**src/sv/swvc_pkg.sv**
```systemverilog
// ---------------------------------------------------------------------------
// swvc_pkg
// shared constants, register indexes and lane control word
// ---------------------------------------------------------------------------
`timescale 1ns / 1ps

package swvc_pkg;

   localparam int WINDOW_MAX_DEF  = 256;
   localparam int CHANNELS_DEF    = 8;
   localparam int SAMPLE_BITS_DEF = 16;

   localparam int WIN_LEN_BITS    = 9;
   localparam int ACT_BITS        = 4;
   localparam int CSR_DATA_BITS   = 9;
   localparam int CSR_INDEX_BITS  = 1;
   localparam int CHAN_BITS       = 3;
   localparam int RESULT_BITS     = 48;
   localparam int RSP_FIELD_BITS  = CHAN_BITS + 3 * RESULT_BITS;
   localparam int RSP_DATA_BITS   = (RSP_FIELD_BITS + 7) / 8 * 8;
   localparam int FRAC_SHIFT      = 8;
   localparam int DIV_STEP        = 4;

   localparam logic [CSR_INDEX_BITS-1:0] CSR_WINDOW_LEN      = 1'd0;
   localparam logic [CSR_INDEX_BITS-1:0] CSR_ACTIVE_CHANNELS = 1'd1;

   localparam logic [WIN_LEN_BITS-1:0] WINDOW_LEN_RESET = 9'd120;
   localparam logic [ACT_BITS-1:0]     ACTIVE_RESET     = 4'd8;

   // one strobe per pipeline step, same for every lane
   typedef struct packed {
      logic clear;
      logic read;
      logic write;
      logic product;
      logic accumulate;
      logic divide;
      logic multiply;
      logic finish;
   } swvc_ctl_type;

endpackage

```
**src/sv/swvc_merge.sv**
```systemverilog
// ---------------------------------------------------------------------------
// swvc_merge
// collects lane results and sends one word per active channel
// ---------------------------------------------------------------------------
`timescale 1ns / 1ps

module swvc_merge #(
   parameter int CHANNELS = swvc_pkg::CHANNELS_DEF
) (
   input  logic                                     clock,
   input  logic                                     reset,
   input  logic                                     load,
   input  logic [swvc_pkg::CHAN_BITS-1:0]           last_idx,
   input  logic signed [swvc_pkg::RESULT_BITS-1:0]  x_var [CHANNELS],
   input  logic signed [swvc_pkg::RESULT_BITS-1:0]  wx_cov [CHANNELS],
   input  logic signed [swvc_pkg::RESULT_BITS-1:0]  w_var,
   output logic                                     busy,
   output logic                                     rsp_tvalid,
   input  logic                                     rsp_tready,
   output logic [swvc_pkg::RSP_DATA_BITS-1:0]       rsp_tdata,
   output logic                                     rsp_tlast
);

   import swvc_pkg::*;

   localparam int IW = (CHANNELS > 1) ? $clog2(CHANNELS) : 1;
   localparam int PAD = RSP_DATA_BITS - RSP_FIELD_BITS;

   logic signed [RESULT_BITS-1:0] xv_ff [CHANNELS];
   logic signed [RESULT_BITS-1:0] cv_ff [CHANNELS];
   logic signed [RESULT_BITS-1:0] wv_ff;
   logic [IW-1:0]                 idx_ff, last_ff;
   logic                          pend_ff, valid_ff, tlast_ff;
   logic [RSP_DATA_BITS-1:0]      data_ff;
   logic                          advance;

   assign advance = pend_ff & (~valid_ff | rsp_tready);

   always_ff @(posedge clock) begin
      if (reset) begin
         pend_ff  <= 1'b0;
         valid_ff <= 1'b0;
         idx_ff   <= '0;
      end else begin
         if (advance) begin
            valid_ff <= 1'b1;
            tlast_ff <= (idx_ff == last_ff);
            data_ff  <= {{PAD{1'b0}}, wv_ff, cv_ff[idx_ff], xv_ff[idx_ff],
                         CHAN_BITS'(idx_ff)};
            if (idx_ff == last_ff) begin
               pend_ff <= 1'b0;
            end else begin
               idx_ff <= idx_ff + 1'b1;
            end
         end else if (valid_ff & rsp_tready) begin
            valid_ff <= 1'b0;
         end
         if (load & ~pend_ff) begin
            xv_ff   <= x_var;
            cv_ff   <= wx_cov;
            wv_ff   <= w_var;
            idx_ff  <= '0;
            last_ff <= IW'(last_idx);
            pend_ff <= 1'b1;
         end
      end
   end

   assign busy       = pend_ff;
   assign rsp_tvalid = valid_ff;
   assign rsp_tdata  = data_ff;
   assign rsp_tlast  = tlast_ff;

endmodule

```
**config.mk**
```make
export PLATFORM = sky130hd
export DESIGN_NAME = swvc_merge
export DESIGN_NICKNAME = d
export VERILOG_FILES = /design/src/sv/swvc_pkg.sv /design/src/sv/swvc_merge.sv
export SDC_FILE = /design/constraint.sdc
export NUM_CORES = 1
export LEC_CHECK = 0
export BUFFER_PORTS_ARGS = -buffer_cell sky130_fd_sc_hd__buf_2
export CAP_MARGIN = 20
export CORE_AREA = 2 2 382 384
export CTS_CLUSTER_SIZE = 25
export DETAILED_ROUTE_END_ITERATION = 16
export DIE_AREA = 0 0 384 386
export SLEW_MARGIN = 15
export SYNTH_ARGS = -nofsm -noshare
export SYNTH_HDL_FRONTEND = slang
export SYNTH_SLANG_ARGS = --single-unit
```
**constraint.sdc**
```tcl
create_clock -name clock -period 40.9 [get_ports clock]
set_clock_uncertainty 0.05 [all_clocks]
set_input_delay 8.18 -clock clock [delete_from_list [all_inputs] [get_ports clock]]
set_output_delay 8.18 -clock clock [all_outputs]
set_load 0.05 [all_outputs]
```
* After elaboration in Yosys (flattened, before gate mapping) *
Index checks and enable logic that the tools add are counted.

storage, ports and cells
  flip-flop bits (word level) = 972
  input port bits = 823
  output and inout port bits = 155
  logic and storage cells = 54

cells by class
  add/subtract/negate cells = 1
  $lt $le $gt $ge = 1
  equality and inequality tests = 1
  multiplexer cells = 11
  bitwise gates (word level) = 9
  reduce and logical (&&, ||, !) cells = 8

operator list
  kind                                         count
  binary-select mux 48 bit (select 3 bit)      2
  two-way mux 48 bit                           4
  AND reduction 2 bit                          4
  nonzero test 2 bit                           3
  two-way mux 1 bit                            5
  >= comparator 4 bit, second input constant   1
  inverter 1 bit                               4
  inverter 3 -> 4 bit                          1
  adder 3 x 1 -> 3 bit, second input constant  1
  bitwise AND 1 bit                            3
  == test 3 bit                                1
  OR reduction 2 bit                           1
  bitwise OR 1 bit                             1

* Logic depth before layout (Yosys ltp) *
  depth after elaboration = 5
  mapped depth = 5
  depth with buffers taken out = 4

* Worst setup path before layout *
OpenSTA, ideal clock, no wires.

  path type = input-to-reg
  start point = input load
  end point = register cv_ff[0] (netlist bit) (enable)
  library setup time = 2.024 ns
  data arrival time = 42.137 ns
  required time = 38.826 ns
  slack = -3.311 ns
  cell stages on the path = 2
  path buffers = 0
  cells stage by stage = nand2_1 -> nor2_1

on the way
  word-level cells in the longest chain between the ends = 2

RTL lines
  what                                  line              source
  start: declaration                    swvc_merge.sv:12  input logic load,
  bitwise AND 1 bit                     swvc_merge.sv:58  if (load & ~pend_ff) begin
  AND reduction 2 bit (no source line)  --
  end signal: assignment                swvc_merge.sv:60  cv_ff <= wx_cov;
  end: declaration                      swvc_merge.sv:30  logic signed [RESULT_BITS-1:0] cv_ff [CHANNELS];

No other way between the ends.
A chain may end at the register's enable or synchronous reset.

* Worst setup path after layout *
  start point = input load
  end point = register xv_ff[210] (netlist bit) (enable)

on the way
  word-level cells in the longest chain between the ends = 2

RTL lines
  what                                  line              source
  bitwise AND 1 bit                     swvc_merge.sv:58
  AND reduction 2 bit (no source line)  --
  end signal: assignment                swvc_merge.sv:59  xv_ff <= x_var;
  end: declaration                      swvc_merge.sv:29  logic signed [RESULT_BITS-1:0] xv_ff [CHANNELS];

No other way between the ends.

==> results.json <==
{
  "cts-root-buf": "clkbuf_16",
  "clock_latency_ns": 0.70,
  "cts_sinks": 972,
  "crit_chain": "buf_2, nand2_1, nor2_4, buf_12, buf_12, buf_4, buf_4, buf_4",
  "r2r_setup_slack_ns": 35.97,
  "area_growth_syn_to_layout_pct": 29.9,
  "yosysSeqAreaShare_pct": 83.0,
  "firstDrtPassIters": 5,
  "dp_cells": 4199,
  "irDropWorstVdd_v": 0.0000447,
  "p_total_mw": 2.22,
  "switching_share_pct": 21.8,
  "final.setup.tns_ns": 0,
  "whs_ns": 0.354,
  "slowest_stage": "buf_4",
  "clk_pin_slew_worst_paths_ns": 0.06,
  "worstReg2RegEnd": "xv_ff[210]$_DFFE_PP_",
  "syn_area_sq_mm": 0.0351,
  "die_y_microns": 386,
  "worst-path-max-fanout": 151,
  "hold_depth": 0,
  "dieArea_sq_mm": 0.148,
  "viasPerCell": 4.10,
  "hold_violations": 0,
  "layout.nets": 3211,
  "outcome": "complete, no violations",
  "hold_buffers": 0,
  "synth_seq_cells": 972,
  "sequentialPowerShare_pct": 52.2,
  "ctsHtreeMaxLevel": 3,
  "fmax_ghz": 0.0833,
  "path_buf_inv": 6,
  "clockBufferDepth": 3,
  "min_period_ns": 12.01,
  "powerDensity_mw_per_mm2": 48.7,
  "cpPeakStageDelay_ns": 0.91,
  "path_common_cell": "buf_4",
  "layout.cells.non_filler": 4413,
  "dr.first_iter.drc_count": 1270,
  "design_area_sq_mm": 0.0456,
  "p_leak_nw": 16.0,
  "initial_core_util_pct": 24.3,
  "critPathRequiredTime_ns": 41.17,
  "dpl.hpwl_microns": 73900,
  "hold_start": "wv_ff[8]$_DFFE_PP_",
  "slew_viol_final": 0,
  "post-route-period-util_pct": 29.4,
  "cp-end-kind": "flip-flop",
  "post_cts_resized": 0,
  "yosysWarnings": 0,
  "p_sw_mw": 0.484,
  "synth_cell_types": 23,
  "finalSetupViolCount": 0,
  "netlist_instances": 1345,
  "grt-ovfl-total": 0,
  "place_congestion": 0.845,
  "rows": 140,
  "vias": 18100,
  "drc": 0,
  "numCtsBuffers": 102,
  "grt_pass1_wl_microns": 134000,
  "reg2reg_depth": 8,
  "holdPathEnd": "rsp_tdata[107]$_DFFE_PP_",
  "drive_gt1_share_pct": 58.1,
  "cts_tree": "yes",
  "wire_per_inst_microns": 22.7,
  "rr_startpoint": "busy$_SDFFE_PP0P_",
  "worst-setup-path-type": "input pin to flip-flop",
  "cp.arrival_ns": 12.28,
  "syn-mean-instance-area_sq_um": 26.1,
  "rsz0062_at_grt": "false",
  "fillers": 14000,
  "io_pins": 978,
  "port-buffer-count": 972,
  "power_frac_clock_pct": 41.4,
  "internal_power_mw": 1.74,
  "antenna_found_initial": 52,
  "grt_usage_pct": 12.9,
  "place_area_sq_mm": 0.0422,
  "ant_nets": 0,
  "core_area_sq_mm": 0.145,
  "routed_wirelength_microns": 100000,
  "tightest_slew_ns": 1.06,
  "maxCapViolations": 0,
  "max-slew-margin-rel_pct": 29.3,
  "hp-class": "flip-flop to flip-flop",
  "start_kind": "input pin",
  "die_w_microns": 384,
  "combPwrFrac_pct": 6.4,
  "cp_top_family": "buffers and inverters",
  "postCtsSetupBuffers": 0,
  "grt_max_degree": 164,
  "first_global_vias": 19000
}
-- synthesized netlist by cell type, drive strengths merged --
library cell,n,area [sq um]
a21oi,2,10.0
a311oi,1,8.76
buf,47,360
clkbuf,13,48.8
conb,1,3.75
dfxtp,5,100
edfxtp,967,29000
ha,1,12.5
inv,2,7.51
mux2,96,1080
mux2i,1,10.0
mux4,192,4320
nand2,2,7.51
nand2b,2,12.5
nor2,5,18.8
nor3,1,5.00
o21ai,1,5.00
o311ai,1,16.3
or3,1,6.26
xor2,4,35.0
-- layout make-up --
class,count,area (sq um),share of cell area [%]
Clock inverter,62,662,1.45
Multi-Input combinational cell,315,5590,12.2
Timing Repair Buffer,994,5080,11.1
Antenna cell,27,67.6,0.148
Sequential cell,972,29100,63.9
Tap cell,1917,2400,5.26
Inverter,2,7.51,0.0165
Clock buffer,124,2660,5.82
-- layout by cell type, fill, tap and decap left out, types with 10 or more instances in the layout --
cell       count
edfxtp_1     967
clkbuf_16    103
buf_4         18
mux4_2       192
buf_2        972
clkinv_2      22
diode_2       27
bufinv_16     10
mux2_2        96
clkbuf_1      21
clkinv_1      18
-- registers in the layout, summed over array words and instances (netlist names) --
name and count:
last_ff 3, rsp_tdata 147, wv_ff 48, busy 1, cv_ff 384, xv_ff 384, rsp_tvalid 1, idx_ff 3
rsp_tlast 1
-- power by group through the flow --
stage               clock [mW]  combinational, mW  sequential, mW
CTS                      0.945              0.146            1.16
finish                   0.918              0.143            1.16
detailed placement           0              0.145            1.18
floorplan                    0             0.0598            1.22
global placement             0              0.143            1.18
global route             0.982              0.154            1.16
-- layer usage --
| metal | up-vias | wire length (microns) | GRT usage (%) |
|---|---|---|---|
| li1 | 7869 | - | - |
| met1 | 9181 | 37200 | 14.8 |
| met2 | 818 | 51300 | 22.2 |
| met3 | 197 | 8880 | 4.60 |
| met4 | 22 | 2830 | 4.33 |
| met5 | - | 132 | 0 |
-- cell families after synthesis --
group                    count (synthesis)  share of synthesized area [%]
flip-flops                             972                           83.0
multiplexers                           289                           15.4
buffers and inverters                   62                           1.19
AND/OR/NAND/NOR                         11                          0.143
AO/OA/AOI/OAI                            5                          0.114
XOR/XNOR                                 4                         0.0998
adder cells (fa/ha/maj)                  1                         0.0356
other                                    1                         0.0107
-- metrics by stage --
stage	worst slack, ns	utilization, %
2_1_floorplan	10.66	-
3_3_place_gp	27.99	29.2
3_5_place_dp	27.85	29.2
4_1_cts	28.63	31.5
5_1_grt	28.64	31.5
6_report	28.89	31.6
-- worst max path at each step --
stage | startpoint | end | slack, ns | cells past startpoint
4_1_cts | load | xv_ff[261]$_DFFE_PP_ | 28.63 | 7
3_5_place_dp | load | xv_ff[216]$_DFFE_PP_ | 27.85 | 7
2_1_floorplan | load | cv_ff[0]$_DFFE_PP_ | 10.66 | 2
6_report | load | xv_ff[210]$_DFFE_PP_ | 28.89 | 8
3_3_place_gp | load | cv_ff[143]$_DFFE_PP_ | 27.99 | 7
5_1_grt | load | xv_ff[360]$_DFFE_PP_ | 28.64 | 8
No activity file was read; power rests on OpenSTA's default activity.
